## config.mk

```make
export PLATFORM = sky130hd
export DESIGN_NAME = strobed_dibit_frame_receiver
export DESIGN_NICKNAME = d
export VERILOG_FILES = /design/src/sv/sdfr_pkg.sv /design/src/sv/sdfr_ring.sv /design/src/sv/sdfr_front.sv /design/src/sv/strobed_dibit_frame_receiver.sv
export SDC_FILE = /design/constraint.sdc
export NUM_CORES = 1
export LEC_CHECK = 0
export BUFFER_PORTS_ARGS = -buffer_cell sky130_fd_sc_hd__buf_2
export CAP_MARGIN = 40
export CORE_MARGIN = 2
export CORE_UTILIZATION = 45
export CTS_BUF_LIST = sky130_fd_sc_hd__clkbuf_4 sky130_fd_sc_hd__clkbuf_8 sky130_fd_sc_hd__clkbuf_16
export CTS_CLUSTER_DIAMETER = 120
export DETAILED_ROUTE_END_ITERATION = 8
export GPL_ROUTABILITY_DRIVEN = 0
export PLACE_DENSITY = 0.58
export SLEW_MARGIN = 5
export SYNTH_ARGS = -nofsm -noshare
export SYNTH_HDL_FRONTEND = slang
export SYNTH_HIERARCHICAL = 1
export SYNTH_SLANG_ARGS = --single-unit
```

## constraint.sdc

```tcl
create_clock -name clk_i -period 17.45 [get_ports clk_i]
set_input_delay 3.49 -clock clk_i [delete_from_list [all_inputs] [get_ports clk_i]]
set_output_delay 3.49 -clock clk_i [all_outputs]
set_load 0.005 [all_outputs]
```

## src/sv/sdfr_pkg.sv

```systemverilog
`timescale 1ns / 1ps
`default_nettype none
package sdfr_pkg;

  localparam int DATA_W = 8;
  localparam int POS_W  = 6;

  localparam logic [DATA_W-1:0] END_MARKER_RST    = 8'h0a;
  localparam logic [DATA_W-1:0] SILENCE_TICKS_RST = 8'd100;
  localparam logic [DATA_W-1:0] SILENCE_SAT       = 8'hff;

  localparam logic CFG_END_MARKER    = 1'b0;
  localparam logic CFG_SILENCE_TICKS = 1'b1;

  typedef enum logic [1:0] {
    KIND_BYTE    = 2'd0,
    KIND_PAYLOAD = 2'd1,
    KIND_EMPTY   = 2'd2,
    KIND_REJECT  = 2'd3
  } kind_e;

  typedef struct packed {
    logic              resync;
    logic              done;
    logic [DATA_W-1:0] data;
  } front_t;

endpackage
`default_nettype wire

```

## src/sv/sdfr_ring.sv

```systemverilog
`timescale 1ns / 1ps
`default_nettype none
module sdfr_ring #(
  parameter int DEPTH = 128,
  parameter int AW    = 7
) (
  input  wire logic                       clk_i,
  input  wire logic                       we_i,
  input  wire logic [AW-1:0]              waddr_i,
  input  wire logic [sdfr_pkg::DATA_W-1:0] wdata_i,
  input  wire logic                       re_i,
  input  wire logic [AW-1:0]              raddr_i,
  output logic      [sdfr_pkg::DATA_W-1:0] rdata_o
);

  logic [sdfr_pkg::DATA_W-1:0] mem [DEPTH];

  always_ff @(posedge clk_i) begin
    if (we_i) begin
      mem[waddr_i] <= wdata_i;
    end
  end

  always_ff @(posedge clk_i) begin
    if (re_i) begin
      rdata_o <= mem[raddr_i];
    end
  end

endmodule
`default_nettype wire

```

## src/sv/sdfr_front.sv

```systemverilog
`timescale 1ns / 1ps
`default_nettype none
module sdfr_front (
  input  wire logic                        clk_i,
  input  wire logic                        rst_ni,
  input  wire logic                        step_i,
  input  wire logic                        strobe_level_i,
  input  wire logic [1:0]                  data_pair_i,
  input  wire logic [sdfr_pkg::DATA_W-1:0] silence_ticks_i,
  output sdfr_pkg::front_t                 front_o
);

  logic [sdfr_pkg::DATA_W-1:0] silence_q, silence_d;
  logic                        prev_q;
  logic [1:0]                  pair_idx_q, pair_idx_d, pair_base;
  logic [sdfr_pkg::DATA_W-1:0] acc_q, acc_d, acc_base, acc_new;
  logic                        edge_seen;

  always_comb begin
    silence_d       = '0;
    front_o.resync  = 1'b0;
    if (strobe_level_i) begin
      silence_d      = (silence_q == sdfr_pkg::SILENCE_SAT) ? silence_q
                                                             : silence_q + 8'd1;
      front_o.resync = (silence_d == silence_ticks_i);
    end
    pair_base    = front_o.resync ? 2'd0 : pair_idx_q;
    acc_base     = front_o.resync ? '0 : acc_q;
    edge_seen    = (strobe_level_i != prev_q);
    acc_new      = acc_base | (sdfr_pkg::DATA_W'(data_pair_i) << {pair_base, 1'b0});
    front_o.done = edge_seen && (pair_base == 2'd3);
    front_o.data = acc_new;
    pair_idx_d   = edge_seen ? pair_base + 2'd1 : pair_base;
    if (front_o.done) begin
      acc_d = '0;
    end else if (edge_seen) begin
      acc_d = acc_new;
    end else begin
      acc_d = acc_base;
    end
  end

  always_ff @(posedge clk_i or negedge rst_ni) begin
    if (!rst_ni) begin
      silence_q  <= '0;
      prev_q     <= 1'b0;
      pair_idx_q <= '0;
      acc_q      <= '0;
    end else if (step_i) begin
      silence_q  <= silence_d;
      prev_q     <= strobe_level_i;
      pair_idx_q <= pair_idx_d;
      acc_q      <= acc_d;
    end
  end

endmodule
`default_nettype wire

```

## src/sv/strobed_dibit_frame_receiver.sv

```systemverilog
// Strobed dibit frame receiver. Each input item is one pin sample (strobe level and data
// pair); every strobe edge shifts a pair into a byte, and each finished byte is stored in a
// RING_DEPTH-entry ring memory. A byte equal to end_marker closes a frame: the length and
// XOR checksum are checked by walking the ring, and a good frame is replayed oldest byte
// first as a run of payload items; a good empty frame gives one empty item, and a frame
// with a length above MAX_PAYLOAD or a bad checksum gives one reject item. Any other
// finished byte is output as a byte item. After a finished byte no new item is accepted
// until its result is loaded into the output register, so an output stall holds the input.
// The frame walk is paced by the single read port of the ring memory (a read state and a
// wait state per entry, plus one output load per payload byte). After reset the ring is
// cleared, during which no item is accepted; configuration writes are taken at any time the block is idle.
`timescale 1ns / 1ps
`default_nettype none
module strobed_dibit_frame_receiver #(
  parameter int RING_DEPTH  = 128,
  parameter int MAX_PAYLOAD = 64
) (
  input  wire logic                        clk_i,
  input  wire logic                        rst_ni,
  input  wire logic                        cfg_we_i,
  input  wire logic                        cfg_idx_i,
  input  wire logic [sdfr_pkg::DATA_W-1:0] cfg_data_i,
  input  wire logic                        in_valid_i,
  output logic                             in_ready_o,
  input  wire logic                        strobe_level_i,
  input  wire logic [1:0]                  data_pair_i,
  output logic                             out_valid_o,
  input  wire logic                        out_ready_i,
  output logic [1:0]                       kind_o,
  output logic [sdfr_pkg::DATA_W-1:0]      value_o,
  output logic [sdfr_pkg::POS_W-1:0]       position_o,
  output logic                             last_o
);

  localparam int AW = $clog2(RING_DEPTH);
  localparam int CW = $clog2(MAX_PAYLOAD + 1);
  localparam int OW = $clog2(MAX_PAYLOAD + 4);
  localparam logic [AW:0]   DEPTH_X = (AW+1)'(RING_DEPTH);
  localparam logic [AW-1:0] LAST_A  = AW'(RING_DEPTH - 1);
  localparam logic [sdfr_pkg::DATA_W-1:0] MAX_LEN = sdfr_pkg::DATA_W'(MAX_PAYLOAD);

  typedef enum logic [3:0] {
    ST_CLEAR,
    ST_IDLE,
    ST_LEN_RD,
    ST_LEN_WT,
    ST_SUM_RD,
    ST_SUM_WT,
    ST_CHK_RD,
    ST_CHK_WT,
    ST_PAY_RD,
    ST_PAY_WT,
    ST_PUSH
  } state_e;

  state_e                      state_q;
  logic [sdfr_pkg::DATA_W-1:0] end_marker_q, silence_ticks_q;
  logic [AW-1:0]               wp_q, clr_q, wp_eff, wp_d;
  logic [CW-1:0]               len_q, cnt_q, idx_q;
  logic [sdfr_pkg::DATA_W-1:0] sum_q;
  sdfr_pkg::kind_e             pend_kind_q, out_kind_q;
  logic [sdfr_pkg::DATA_W-1:0] pend_value_q, out_value_q;
  logic [sdfr_pkg::POS_W-1:0]  pend_pos_q, out_pos_q;
  logic                        pend_last_q, pend_more_q, out_last_q, out_valid_q;

  sdfr_pkg::front_t            front;
  logic                        in_acc, out_free;
  logic                        ring_we, ring_re;
  logic [AW-1:0]               ring_waddr, ring_raddr;
  logic [sdfr_pkg::DATA_W-1:0] ring_wdata, ring_rdata;
  logic [OW-1:0]               rd_off;
  logic [AW:0]                 rd_sum;

  assign in_ready_o  = (state_q == ST_IDLE);
  assign in_acc      = in_valid_i && in_ready_o;
  assign out_free    = !out_valid_q || out_ready_i;
  assign out_valid_o = out_valid_q;
  assign kind_o      = out_kind_q;
  assign value_o     = out_value_q;
  assign position_o  = out_pos_q;
  assign last_o      = out_last_q;

  always_ff @(posedge clk_i or negedge rst_ni) begin
    if (!rst_ni) begin
      end_marker_q    <= sdfr_pkg::END_MARKER_RST;
      silence_ticks_q <= sdfr_pkg::SILENCE_TICKS_RST;
    end else if (cfg_we_i) begin
      unique case (cfg_idx_i)
        sdfr_pkg::CFG_END_MARKER:    end_marker_q    <= cfg_data_i;
        sdfr_pkg::CFG_SILENCE_TICKS: silence_ticks_q <= cfg_data_i;
        default: ;
      endcase
    end
  end

  sdfr_front u_front (
    .clk_i           (clk_i),
    .rst_ni          (rst_ni),
    .step_i          (in_acc),
    .strobe_level_i  (strobe_level_i),
    .data_pair_i     (data_pair_i),
    .silence_ticks_i (silence_ticks_q),
    .front_o         (front)
  );

  always_comb begin
    wp_eff = front.resync ? '0 : wp_q;
    if (front.done) begin
      wp_d = (wp_eff == LAST_A) ? '0 : wp_eff + AW'(1);
    end else begin
      wp_d = wp_eff;
    end
  end

  always_comb begin
    unique case (state_q)
      ST_SUM_RD: rd_off = OW'(cnt_q) + OW'(3);
      ST_CHK_RD: rd_off = OW'(2);
      ST_PAY_RD: rd_off = OW'(len_q - idx_q) + OW'(3);
      default:   rd_off = OW'(3);
    endcase
    rd_sum     = {1'b0, wp_q} + DEPTH_X - (AW+1)'(rd_off);
    ring_raddr = (rd_sum >= DEPTH_X) ? AW'(rd_sum - DEPTH_X) : AW'(rd_sum);
    ring_re    = (state_q == ST_LEN_RD) || (state_q == ST_SUM_RD) ||
                 (state_q == ST_CHK_RD) || (state_q == ST_PAY_RD);
    ring_we    = (state_q == ST_CLEAR) || (in_acc && front.done);
    ring_waddr = (state_q == ST_CLEAR) ? clr_q : wp_eff;
    ring_wdata = (state_q == ST_CLEAR) ? '0 : front.data;
  end

  sdfr_ring #(
    .DEPTH (RING_DEPTH),
    .AW    (AW)
  ) u_ring (
    .clk_i   (clk_i),
    .we_i    (ring_we),
    .waddr_i (ring_waddr),
    .wdata_i (ring_wdata),
    .re_i    (ring_re),
    .raddr_i (ring_raddr),
    .rdata_o (ring_rdata)
  );

  always_ff @(posedge clk_i or negedge rst_ni) begin
    if (!rst_ni) begin
      state_q      <= ST_CLEAR;
      clr_q        <= '0;
      wp_q         <= '0;
      len_q        <= '0;
      cnt_q        <= '0;
      idx_q        <= '0;
      sum_q        <= '0;
      pend_kind_q  <= sdfr_pkg::KIND_BYTE;
      pend_value_q <= '0;
      pend_pos_q   <= '0;
      pend_last_q  <= 1'b0;
      pend_more_q  <= 1'b0;
      out_valid_q  <= 1'b0;
      out_kind_q   <= sdfr_pkg::KIND_BYTE;
      out_value_q  <= '0;
      out_pos_q    <= '0;
      out_last_q   <= 1'b0;
    end else begin
      if (out_valid_q && out_ready_i && (state_q != ST_PUSH)) begin
        out_valid_q <= 1'b0;
      end
      unique case (state_q)
        ST_CLEAR: begin
          clr_q <= (clr_q == LAST_A) ? '0 : clr_q + AW'(1);
          if (clr_q == LAST_A) begin
            state_q <= ST_IDLE;
          end
        end
        ST_IDLE: begin
          if (in_acc) begin
            wp_q <= wp_d;
            if (front.done) begin
              if (front.data == end_marker_q) begin
                state_q <= ST_LEN_RD;
              end else begin
                pend_kind_q  <= sdfr_pkg::KIND_BYTE;
                pend_value_q <= front.data;
                pend_pos_q   <= '0;
                pend_last_q  <= 1'b1;
                pend_more_q  <= 1'b0;
                state_q      <= ST_PUSH;
              end
            end
          end
        end
        ST_LEN_RD: state_q <= ST_LEN_WT;
        ST_LEN_WT: begin
          if (ring_rdata > MAX_LEN) begin
            pend_kind_q  <= sdfr_pkg::KIND_REJECT;
            pend_value_q <= end_marker_q;
            pend_pos_q   <= '0;
            pend_last_q  <= 1'b1;
            pend_more_q  <= 1'b0;
            state_q      <= ST_PUSH;
          end else begin
            len_q   <= CW'(ring_rdata);
            cnt_q   <= CW'(ring_rdata);
            sum_q   <= '0;
            state_q <= ST_SUM_RD;
          end
        end
        ST_SUM_RD: state_q <= ST_SUM_WT;
        ST_SUM_WT: begin
          sum_q <= sum_q ^ ring_rdata;
          if (cnt_q == '0) begin
            state_q <= ST_CHK_RD;
          end else begin
            cnt_q   <= cnt_q - CW'(1);
            state_q <= ST_SUM_RD;
          end
        end
        ST_CHK_RD: state_q <= ST_CHK_WT;
        ST_CHK_WT: begin
          pend_value_q <= end_marker_q;
          pend_pos_q   <= '0;
          pend_last_q  <= 1'b1;
          pend_more_q  <= 1'b0;
          if (sum_q != ring_rdata) begin
            pend_kind_q <= sdfr_pkg::KIND_REJECT;
            state_q     <= ST_PUSH;
          end else if (len_q == '0) begin
            pend_kind_q <= sdfr_pkg::KIND_EMPTY;
            state_q     <= ST_PUSH;
          end else begin
            idx_q   <= '0;
            state_q <= ST_PAY_RD;
          end
        end
        ST_PAY_RD: state_q <= ST_PAY_WT;
        ST_PAY_WT: begin
          pend_kind_q  <= sdfr_pkg::KIND_PAYLOAD;
          pend_value_q <= ring_rdata;
          pend_pos_q   <= sdfr_pkg::POS_W'(idx_q);
          pend_last_q  <= ((idx_q + CW'(1)) == len_q);
          pend_more_q  <= ((idx_q + CW'(1)) != len_q);
          idx_q        <= idx_q + CW'(1);
          state_q      <= ST_PUSH;
        end
        ST_PUSH: begin
          if (out_free) begin
            out_valid_q <= 1'b1;
            out_kind_q  <= pend_kind_q;
            out_value_q <= pend_value_q;
            out_pos_q   <= pend_pos_q;
            out_last_q  <= pend_last_q;
            state_q     <= pend_more_q ? ST_PAY_RD : ST_IDLE;
          end
        end
        default: state_q <= ST_IDLE;
      endcase
    end
  end

  a_no_rw_overlap: assert property (@(posedge clk_i) disable iff (!rst_ni)
    !(ring_we && ring_re))
    else $error("ring read and write in the same cycle");

  a_pay_in_range: assert property (@(posedge clk_i) disable iff (!rst_ni)
    (state_q == ST_PAY_RD) |-> (idx_q < len_q) && (len_q != '0))
    else $error("payload index outside frame length");

  a_pos_zero: assert property (@(posedge clk_i) disable iff (!rst_ni)
    (out_valid_q && (out_kind_q != sdfr_pkg::KIND_PAYLOAD)) |-> (out_pos_q == '0))
    else $error("nonzero position on a non-payload item");

  a_push_last: assert property (@(posedge clk_i) disable iff (!rst_ni)
    (state_q == ST_PUSH) |-> (pend_last_q != pend_more_q))
    else $error("pending item last and more flags disagree");

endmodule
`default_nettype wire
```

==> results of run 1 <==
[metal layers]
| metal | vias to the layer above | GRT usage |
|---|---|---|
| met5 | - | 0 |
| met1 | 12500 | 0.315 |
| met3 | 173 | 0.0474 |
| met2 | 1110 | 0.333 |
| li1 | 9975 | - |
| met4 | 6 | 0.0623 |
[layout make-up]
| class | count | area (um^2) |
|---|---|---|
| clock buffers | 134 | 3010 |
| clock inverters | 78 | 985 |
| fillers | 8145 | 50400 |
| inverters | 33 | 131 |
| multi-input cells | 1098 | 12400 |
| flip-flops and latches | 1150 | 33900 |
| well taps | 1380 | 1730 |
| repair buffers | 101 | 916 |
[metrics by stage]
step | area, um^2 | hold slack, ns | cells | utilization | power (mW)
after floorplan | 47000 | 0.446 | 2414 | - | 6.08
after global placement | 48700 | 0.464 | 3726 | 0.470 | 7.34
after detailed placement | 49100 | 0.473 | 3761 | 0.475 | 7.45
after CTS | 53100 | 0.492 | 3973 | 0.513 | 10.0
after global routing | 53100 | 0.517 | 3974 | 0.513 | 10.3
final | 53100 | 0.489 | 3974 | 0.513 | 9.95
[cell families (layout without fill, tap and decap cells)]
| kind of cell | Yosys count | after routing |
|---|---|---|
| AOI/OAI and AO/OA | 210 | 210 |
| adders and majority gates | 26 | 26 |
| buffers and inverters | 166 | 346 |
| DFF | 1150 | 1150 |
| muxes | 381 | 381 |
| xor gates and xnor gates | 54 | 54 |
| and+or+nand+nor | 427 | 427 |
[worst min-delay path: stages (launching register included)]
cell and delay (ns):
dfrtp_1 0.35, nand2_1 0.05, o21ai_0 0.06
[power breakdown]
part | internal, mW | switching (mW) | leakage [nW] | total, mW
combinational | 1.51 | 2.17 | 4.84 | 3.68
sequential | 3.54 | 0.154 | 11.0 | 3.69
clock | 1.52 | 1.05 | 1.94 | 2.58
total | 6.57 | 3.38 | 17.8 | 9.95
[synthesized netlist by cell type (11+ instances only)]
master / instances / area, um^2
nor3_1: 22 / 110
ha_1: 24 / 300
buf_4: 15 / 113
mux2_2: 43 / 484
xor2_1: 21 / 184
mux4_2: 336 / 7570
nand3_1: 27 / 135
nand2_1: 109 / 409
a22o_1: 12 / 105
a22oi_1: 13 / 97.6
o21ai_0: 62 / 310
nand2b_1: 11 / 68.8
a31oi_1: 11 / 68.8
dfrtp_1: 113 / 2830
nor2_1: 180 / 676
inv_1: 32 / 120
edfxtp_1: 1032 / 31000
buf_1: 18 / 67.6
nor2b_1: 22 / 138
xnor2_1: 33 / 289
a21oi_1: 41 / 205
buf_2: 28 / 140
clkbuf_1: 65 / 244
nand4_1: 13 / 81.3
[path summary, 6_finish.rpt]
kind                                                         end  slack (ns)  cells past startpoint
worst min-delay path                 pend_value_q[7]$_DFFE_PN0P_        0.49                      2
max in group asynchronous                   len_q[2]$_DFFE_PN0P_       13.59                      3
worst max register to register       u_ring/rdata_o[2]$_DFFE_PP_       11.08                     12
worst min register to register       pend_value_q[7]$_DFFE_PN0P_        0.49                      2
min in group asynchronous       u_front/silence_q[4]$_DFFE_PN0P_        2.81                      1
worst max-delay path                u_ring/mem[112][5]$_DFFE_PP_       10.50                     14
==> summary.md, run 1 <==
| Metric | Value |
|---|---|
| Outcome | completed |
| Hold_sp | pend_value_q[7]$_DFFE_PN0P_ |
| Pleak | 17.8 nW |
| Dominant synthesized flop cell | edfxtp_1 |
| Worst-Skew Late Latency | 0.72 ns |
| Final Max Slew Viols | 0 |
| Final worst clock skew | 0.0375 ns |
| First-pass GRT wire length | 168,000 um |
| Largest net degree at the start of global routing | 178 |
| Wire per inst | 28.8 um |
| Async S/R FF share, synth | 0.103 |
| Layout overhead on the synthesized area | 13.1% |
| Setup Fix Bufs, Post-CTS | 0 |
| Routed WL | 115,000 um |
| Synth Area per Inst | 19.5 um^2 |
| Critical Path Start | strobe_level_i |
| Initial Util | 0.454 |
| Setup CP Type | in -> reg |
| Crit path top cell by count | buf_4 |
| PwrDens | 187 nW/um^2 |
| DRT iter0 DRCs | 2,741 |
| Residual DRC count | 0 |
| Top delay family on crit path | simple AND/OR/NAND/NOR gates |
| Post-Synth Simple-Gate Area | 0.0428 |
| Final period util | 0.398 |
| Final setup violation count | 0 |
| Clk pin slew, worst setup/hold paths | 0.06 ns |
| Core box area | 103,000 um^2 |
| Die area | 107,000 um^2 |
| Sequential fraction of the synthesis area | 0.723 |
| Total vias in the final route | 23,800 |
| Reg with most FFs | u_ring/mem |
| Compound-Gate Fraction of Synth Area | 0.0291 |
| WP buf/inv | 5 |
| Met3 wire length | 9960 um |
| Max cap viols | 0 |
| FP Rows | 118 |
| Worst path required time | 17.79 ns |
| Dpl hpwl | 72,200 um |
| Synthesized net count | 2,457 |
| Met1 WL | 47,900 um |
| Crit-path max FO | 26 |
| Pre-CTS setup slack | 9.70 ns |
| Routed met2 length | 54,000 um |
| Crit-path max cell delay | 0.56 ns |
| Worst flop-to-flop path startpoint | state_q[2]$_DFFE_PN0P_ |
| Die width | 327 um |
| Root buffer cell | clkbuf_16 |
| Crit path capture type | register |
| Distinct cells, synth | 82 |
| Largest family of logic cells by synthesized area | multiplexers |
| # diodes | 0 |
| TritonCTS clock tree | built |
| Gate count of the mapped netlist | 2,414 |
| Max-slew headroom | 0.216 |
| EDFF count, synth | 1,032 |
| Commonest cells after routing, fill and taps aside | edfxtp_1, mux4_2, nor2_1 |
| Vias per cell | 5.98 |
| Nets | 2,541 |
| GRT Overall Usage | 0.217 |
| DR top layer | met5 |
| Crit path launch type | input port |
| Routed Antenna Nets | 0 |
| Min Tclk post-route | 6.95 ns |
| Xor/xnor share of the synthesized area | 0.0101 |
| Total grt overflow | 0 |
| Worst-path cell chain | buf_2 -> o31ai_1 -> a211oi_1 -> nand4_1 -> nor3_4 -> buf_4 -> inv_1 -> nand2_1 -> o21ai_1 -> buf_4 -> nor2b_1 -> nand2_1 -> buf_4 -> nor2_1 |
| Slew @ Worst Pin | 1.18 ns |
| HP Class | reg -> reg |
| Adder-Cell Fraction of Synth Area | 0.00724 |
| Synth Warn # | 6 |
| Vias in the first global route | 23,800 |
| CTS Buf Count | 114 |
| RSZ-0062 raised after global routing | false |
| Hold bufs inserted after CTS | 0 |
| Clock Sink Count | 1,150 |
| Setup_tns | 0 ns |
| Post-CTS resize count | 0 |
| Mapped Area | 47,000 um^2 |
| Upper clock frequency limit | 144 MHz |
| #FFs+latches synth | 1,150 |
| Multiplexer share of the synthesized area | 0.172 |
| Most common cell after layout, fill and taps aside | edfxtp_1 |
| H-tree depth | 3 |
| WP data arrival | 7.29 ns |
| Initial antenna violation count | 5 |
| IO buf count | 35 |
| Layout cell share with drive strength beyond 1 | 0.278 |
| Die Y | 327 um |
| Number of flip-flops under the largest register name | 1,024 |
| Num ports | 36 |
| Final WS setup | 10.50 ns |
| DR pass1 iterations | 6 |
| Slowest cell on crit path | nor2_1 |
| VDD IR max | 0.000185 V |
| Count of final hold-check violations | 0 |
| Longest Clk Path Bufs | 3 |
Note: power is estimated with default switching activity, not from simulation.
==> inputs of run 2 (changes only) <==
PLACE_DENSITY = 0.6   (was 0.58)
clock period = 6 ns   (was 17.45 ns; I/O delays follow)
==> summary.md, run 2 (synthesis gave the netlist of run 1 again) <==
| Metric | Value |
|---|---|
| Clock Sink Count | 1,150 (unchanged) |
| Sequential Area | 33,900 um^2 (unchanged) |
| Worst-Skew Late Latency | 0.70 ns (was 0.72 ns) |
| Post-layout util | 0.520 (was 0.513) |
| Number of flip-flops under the largest register name | 1,024 (unchanged) |
| Die width | 327 um (unchanged) |
| DRT iter0 DRCs | 2,212 (was 2,741) |
| Layout Cell Area excl Fill | 53,800 um^2 (was 53,100 um^2) |
| Worst path required time | 6.45 ns (was 17.79 ns) |
| Layout cell share with drive strength beyond 1 | 0.305 (was 0.278) |
| Pre-CTS setup slack | 0.625 ns (was 9.70 ns) |
| Max-slew headroom | 0.411 (was 0.216) |
| Initial antenna violation count | 4 (was 5) |
| Setup Fix Bufs, Post-CTS | 0 (unchanged) |
| Crit-path max FO | 70 (was 26) |
| First-pass GRT wire length | 160,000 um (was 168,000 um) |
| PwrDens | 523 nW/um^2 (was 187 nW/um^2) |
| Root buffer cell | clkbuf_16 (unchanged) |
| Max cap viols | 0 (unchanged) |
| Final WS setup | 0.608 ns (was 10.50 ns) |
| Total vias in the final route | 23,800 (about the same) |
| RSZ-0062 raised after global routing | false (unchanged) |
| Hold bufs inserted after CTS | 0 (unchanged) |
| Final worst clock skew | 0.0341 ns (was 0.0375 ns) |
| Clk pin slew, worst setup/hold paths | 0.06 ns (about the same) |
| VDD IR max | 0.000523 V (was 0.000185 V) |
| Largest net degree at the start of global routing | 129 (was 178) |
| Dpl hpwl | 67,800 um (was 72,200 um) |
| Fillers | 8,059 (was 8,145) |
| Reg with most FFs | u_ring/mem (unchanged) |
| Vias in the first global route | 24,500 (was 23,800) |
| Setup CP Type | reg -> reg (was in -> reg) |
| Crit path capture type | register (unchanged) |
| Num ports | 36 (unchanged) |
| IO buf count | 35 (unchanged) |
| Setup_tns | 0 ns (unchanged) |
| Post-CTS resize count | 0 (unchanged) |
| FP Rows | 118 (unchanged) |
| Die area | 107,000 um^2 (unchanged) |
| H-tree depth | 3 (unchanged) |
| HP Class | reg -> reg (unchanged) |
| Initial Util | 0.454 (unchanged) |
| CTS Buf Count | 114 (unchanged) |
| Longest Clk Path Bufs | 3 (unchanged) |
| Pleak | 18.3 nW (was 17.8 nW) |
| Most common cell after layout, fill and taps aside | edfxtp_1 (unchanged) |
| Routed Antenna Nets | 0 (unchanged) |
| Upper clock frequency limit | 185 MHz |
| Vias per cell | 5.83 (was 5.98) |
| Area of the multi-input gates | 12,400 um^2 (about the same) |
| Nets | 2,653 (was 2,541) |
| Residual DRC count | 0 (unchanged) |
| Count of final hold-check violations | 0 (unchanged) |
| Die Y | 327 um (unchanged) |
| Commonest cells after routing, fill and taps aside | edfxtp_1, mux4_2, nor2_1 (unchanged) |
| Crit path launch type | register (was input port) |
| DP Area | 50,000 um^2 (was 49,100 um^2) |
| Total grt overflow | 0 (unchanged) |
| Final period util | 0.899 |
| Final Max Slew Viols | 0 (unchanged) |
| Outcome | completed (unchanged) |
| TritonCTS clock tree | built (unchanged) |
| GRT Overall Usage | 0.201 (was 0.217) |
| DR pass1 iterations | 6 (unchanged) |
| Min Tclk post-route | 5.39 ns |
| WP data arrival | 5.84 ns (was 7.29 ns) |
| Final setup violation count | 0 (unchanged) |
| Core box area | 103,000 um^2 (unchanged) |
| Routed WL | 106,000 um (was 115,000 um) |
| Layout overhead on the synthesized area | 14.5% (was 13.1%) |
| Slew @ Worst Pin | 0.880 ns (was 1.18 ns) |
| Wire per inst | 26.0 um (was 28.8 um) |
[run 2: cell count changes in the layout (fill, tap and decap cells not counted), sizes merged]
cell,previous run,this run
buf,101,213
bufinv,19,12
clkbuf,134,138
clkinv,38,52
clkinvlp,13,7
diode,0,1
inv,41,36
[run 2: report_power, final]
group          total [mW]  internal (mW)  switching, mW  leakage (nW)
combinational        10.2           4.52           5.71          5.42
sequential           10.7           10.3          0.452          11.0
clock                7.19           4.19           3.01          1.90
[run 2: final cells by class]
class,instances,share of cell area
diodes,1,0.0000465
clock buffers,138,0.0574
clock inverters,74,0.0137
inverters,33,0.00244
multi-input cells,1098,0.230
flip-flops and latches,1150,0.631
well taps,1380,0.0321
repair buffers,213,0.0332
[run 2: worst paths after layout]
kind | start | to | slack [ns] | cells past startpoint
max in group asynchronous | rst_ni | pend_pos_q[1]$_DFFE_PN0P_ | 4.14 | 2
hold / removal | pend_value_q[7]$_DFFE_PN0P_ | pend_value_q[7]$_DFFE_PN0P_ | 0.49 | 2
hold reg to reg | pend_value_q[7]$_DFFE_PN0P_ | pend_value_q[7]$_DFFE_PN0P_ | 0.49 | 2
setup / recovery | state_q[2]$_DFFE_PN0P_ | u_ring/rdata_o[2]$_DFFE_PP_ | 0.61 | 10
min in group asynchronous | rst_ni | u_front/silence_q[3]$_DFFE_PN0P_ | 0.63 | 1
setup reg to reg | state_q[2]$_DFFE_PN0P_ | u_ring/rdata_o[2]$_DFFE_PP_ | 0.61 | 10
[run 2: stage by stage]
| step | hold WS [ns] | total power, mW | std cells |
|---|---|---|---|
| after floorplan | 0.446 | 17.6 | 2414 |
| after global placement | 0.459 | 21.0 | 3866 |
| after detailed placement | 0.475 | 21.2 | 3873 |
| after CTS | 0.489 | 28.4 | 4085 |
| after global routing | 0.509 | 29.3 | 4086 |
| final | 0.489 | 28.1 | 4087 |
[run 2: per-layer routing]
layer / GRT usage / wire length (um) / share of wire / vias up
met5: 0 / 0 / 0 / -
met4: 0.0609 / 2670 / 0.025 / 0
met3: 0.0291 / 6470 / 0.061 / 146
met2: 0.326 / 52100 / 0.49 / 801
met1: 0.285 / 45000 / 0.42 / 12700
li1: - / - / - / 10200
[run 2: critical path: stages (launching register included)]
cell	delay [ns]
dfrtp_1	0.76
nand2b_1	0.22
nor3_1	0.53
a22oi_1	0.20
ha_1	0.44
xor2_4	0.55
buf_12	0.41
mux4_2	0.42
mux4_2	0.55
mux4_2	0.62
mux2_2	0.31
==> inputs of run 3 (changes only) <==
RECOVER_POWER = 25   (was unset)
SETUP_SLACK_MARGIN = 0.2   (was unset)
==> summary.md, run 3 (synthesis gave the netlist of run 1 again) <==
| Metric | Value |
|---|---|
| Setup_tns | 0 ns (unchanged) |
| HP Class | reg -> reg (unchanged) |
| Layout overhead on the synthesized area | 14.1% (was 14.5%) |
| Tot Pwr | 28.1 mW (about the same) |
| Final period util | 0.888 (was 0.899) |
| Die width | 327 um (unchanged) |
| Outcome | complete, but fails checks (was completed) |
| Vias in the first global route | 24,500 (unchanged) |
| Die area | 107,000 um^2 (unchanged) |
| DR pass1 iterations | 6 (unchanged) |
| Failing checks | capacitance limit, slew limit |
| DP Area | 50,000 um^2 (unchanged) |
| Root buffer cell | clkbuf_16 (unchanged) |
| Residual DRC count | 0 (unchanged) |
| CTS Buf Count | 114 (unchanged) |
| Wire per inst | 26.0 um (about the same) |
| Largest net degree at the start of global routing | 129 (unchanged) |
| Pre-CTS setup slack | 0.625 ns (unchanged) |
| TritonCTS clock tree | built (unchanged) |
| First-pass GRT wire length | 160,000 um (unchanged) |
| Met1 WL | 44,800 um (was 45,000 um) |
| Routed met2 length | 52,000 um (was 52,100 um) |
| Upper clock frequency limit | 188 MHz (was 185 MHz) |
| Clock Sink Count | 1,150 (unchanged) |
| IO buf count | 35 (unchanged) |
| Final worst clock skew | 0.0313 ns (was 0.0341 ns) |
| Total vias in the final route | 23,800 (about the same) |
| H-tree depth | 3 (unchanged) |
| Met3 wire length | 6590 um (was 6470 um) |
| Number of flip-flops under the largest register name | 1,024 (unchanged) |
| Initial Util | 0.454 (unchanged) |
| Die Y | 327 um (unchanged) |
| PwrDens | 523 nW/um^2 (about the same) |
| Min Tclk post-route | 5.33 ns (was 5.39 ns) |
| Vias per cell | 5.82 (was 5.83) |
| Layout Cell Area excl Fill | 53,600 um^2 (was 53,800 um^2) |
| DR top layer | met4 (unchanged) |
| Routed Antenna Nets | 0 (unchanged) |
| Commonest cells after routing, fill and taps aside | edfxtp_1, mux4_2, nor2_1 (unchanged) |
| Worst path required time | 6.45 ns (about the same) |
| Clk pin slew, worst setup/hold paths | 0.06 ns (about the same) |
| Setup CP Type | reg -> reg (unchanged) |
| Total grt overflow | 0 (unchanged) |
| FP Rows | 118 (unchanged) |
| Num ports | 36 (unchanged) |
| Initial antenna violation count | 4 (unchanged) |
| RSZ-0062 raised after global routing | false (unchanged) |
| Post-CTS resize count | 0 (unchanged) |
| Layout cell share with drive strength beyond 1 | 0.295 (was 0.305) |
| Most common cell after layout, fill and taps aside | edfxtp_1 (unchanged) |
| WHS | 0.489 ns (about the same) |
| Max cap viols | 5 (was 0) |
| WP data arrival | 5.78 ns (was 5.84 ns) |
| VDD IR max | 0.000472 V (was 0.000523 V) |
| Crit path capture type | register (unchanged) |
| Final setup violation count | 0 (unchanged) |
| Max-slew headroom | -1.41 (was 0.411) |
| GRT Overall Usage | 0.201 (unchanged) |
| Fillers | 8,090 (was 8,059) |
| Count of final hold-check violations | 0 (unchanged) |
| Longest Clk Path Bufs | 3 (unchanged) |
| Nets | 2,653 (unchanged) |
| Final WS setup | 0.670 ns (was 0.608 ns) |
| Core box area | 103,000 um^2 (unchanged) |
| Hold bufs inserted after CTS | 0 (unchanged) |
| Worst-Skew Late Latency | 0.69 ns (was 0.70 ns) |
| Setup Fix Bufs, Post-CTS | 0 (unchanged) |
| Pleak | 18.2 nW (was 18.3 nW) |
| Crit-path max FO | 70 (unchanged) |
| Final Max Slew Viols | 371 (was 0) |
| Crit path launch type | register (unchanged) |
| Reg with most FFs | u_ring/mem (unchanged) |
| Slew @ Worst Pin | 3.61 ns (was 0.880 ns) |
| DRT iter0 DRCs | 2,096 (was 2,212) |
| Dpl hpwl | 67,800 um (unchanged) |
| Routed WL | 106,000 um (about the same) |
-- run 3: worst max-delay path, cell delays in order (launching register included) --
cell and delay, ns:
dfrtp_1 0.43, ha_1 0.31, ha_1 0.24, fa_1 0.50, a22oi_1 0.25, ha_1 0.35
xor2_4 0.57, buf_12 0.41, mux4_2 0.42, mux4_2 0.55, mux4_2 0.62, mux2_2 0.31
-- run 3: final cells by class --
class	instances	area (um^2)	area share
well taps	1380	1730	0.0322
clock inverters	74	737	0.0137
clock buffers	138	3090	0.0576
diodes	1	2.50	0.0000467
repair buffers	213	1700	0.0316
flip-flops and latches	1150	33900	0.633
multi-input cells	1098	12300	0.229
inverters	33	131	0.00245
-- run 3: metrics by stage --
step / instances / util
after global routing: 4086 / 0.518
final: 4087 / 0.518
after detailed placement: 3873 / 0.483
after global placement: 3866 / 0.482
after floorplan: 2414 / -
after CTS: 4085 / 0.520
-- run 3: worst paths after layout --
kind / startpoint / to / slack (ns) / cells past startpoint
max in group asynchronous: rst_ni / position_o[3]$_DFFE_PN0P_ / 1.45 / 2
min in group asynchronous: rst_ni / silence_ticks_q[4]$_DFFE_PN0P_ / 1.75 / 1
min reg2reg: pend_value_q[7]$_DFFE_PN0P_ / pend_value_q[7]$_DFFE_PN0P_ / 0.49 / 2
max: len_q[1]$_DFFE_PN0P_ / u_ring/rdata_o[2]$_DFFE_PP_ / 0.67 / 11
min: pend_value_q[7]$_DFFE_PN0P_ / pend_value_q[7]$_DFFE_PN0P_ / 0.49 / 2
max reg2reg: len_q[1]$_DFFE_PN0P_ / u_ring/rdata_o[2]$_DFFE_PP_ / 0.67 / 11
-- run 3: report_power, final --
group | switching (mW) | internal [mW]
sequential | 0.435 | 10.3
combinational | 5.69 | 4.42
clock | 3.00 | 4.19
-- run 3: per-layer routing --
| metal | vias to the layer above | track usage |
|---|---|---|
| li1 | 10200 | - |
| met4 | 0 | 0.0609 |
| met1 | 12600 | 0.285 |
| met3 | 153 | 0.0291 |
| met2 | 805 | 0.326 |
| met5 | - | 0 |
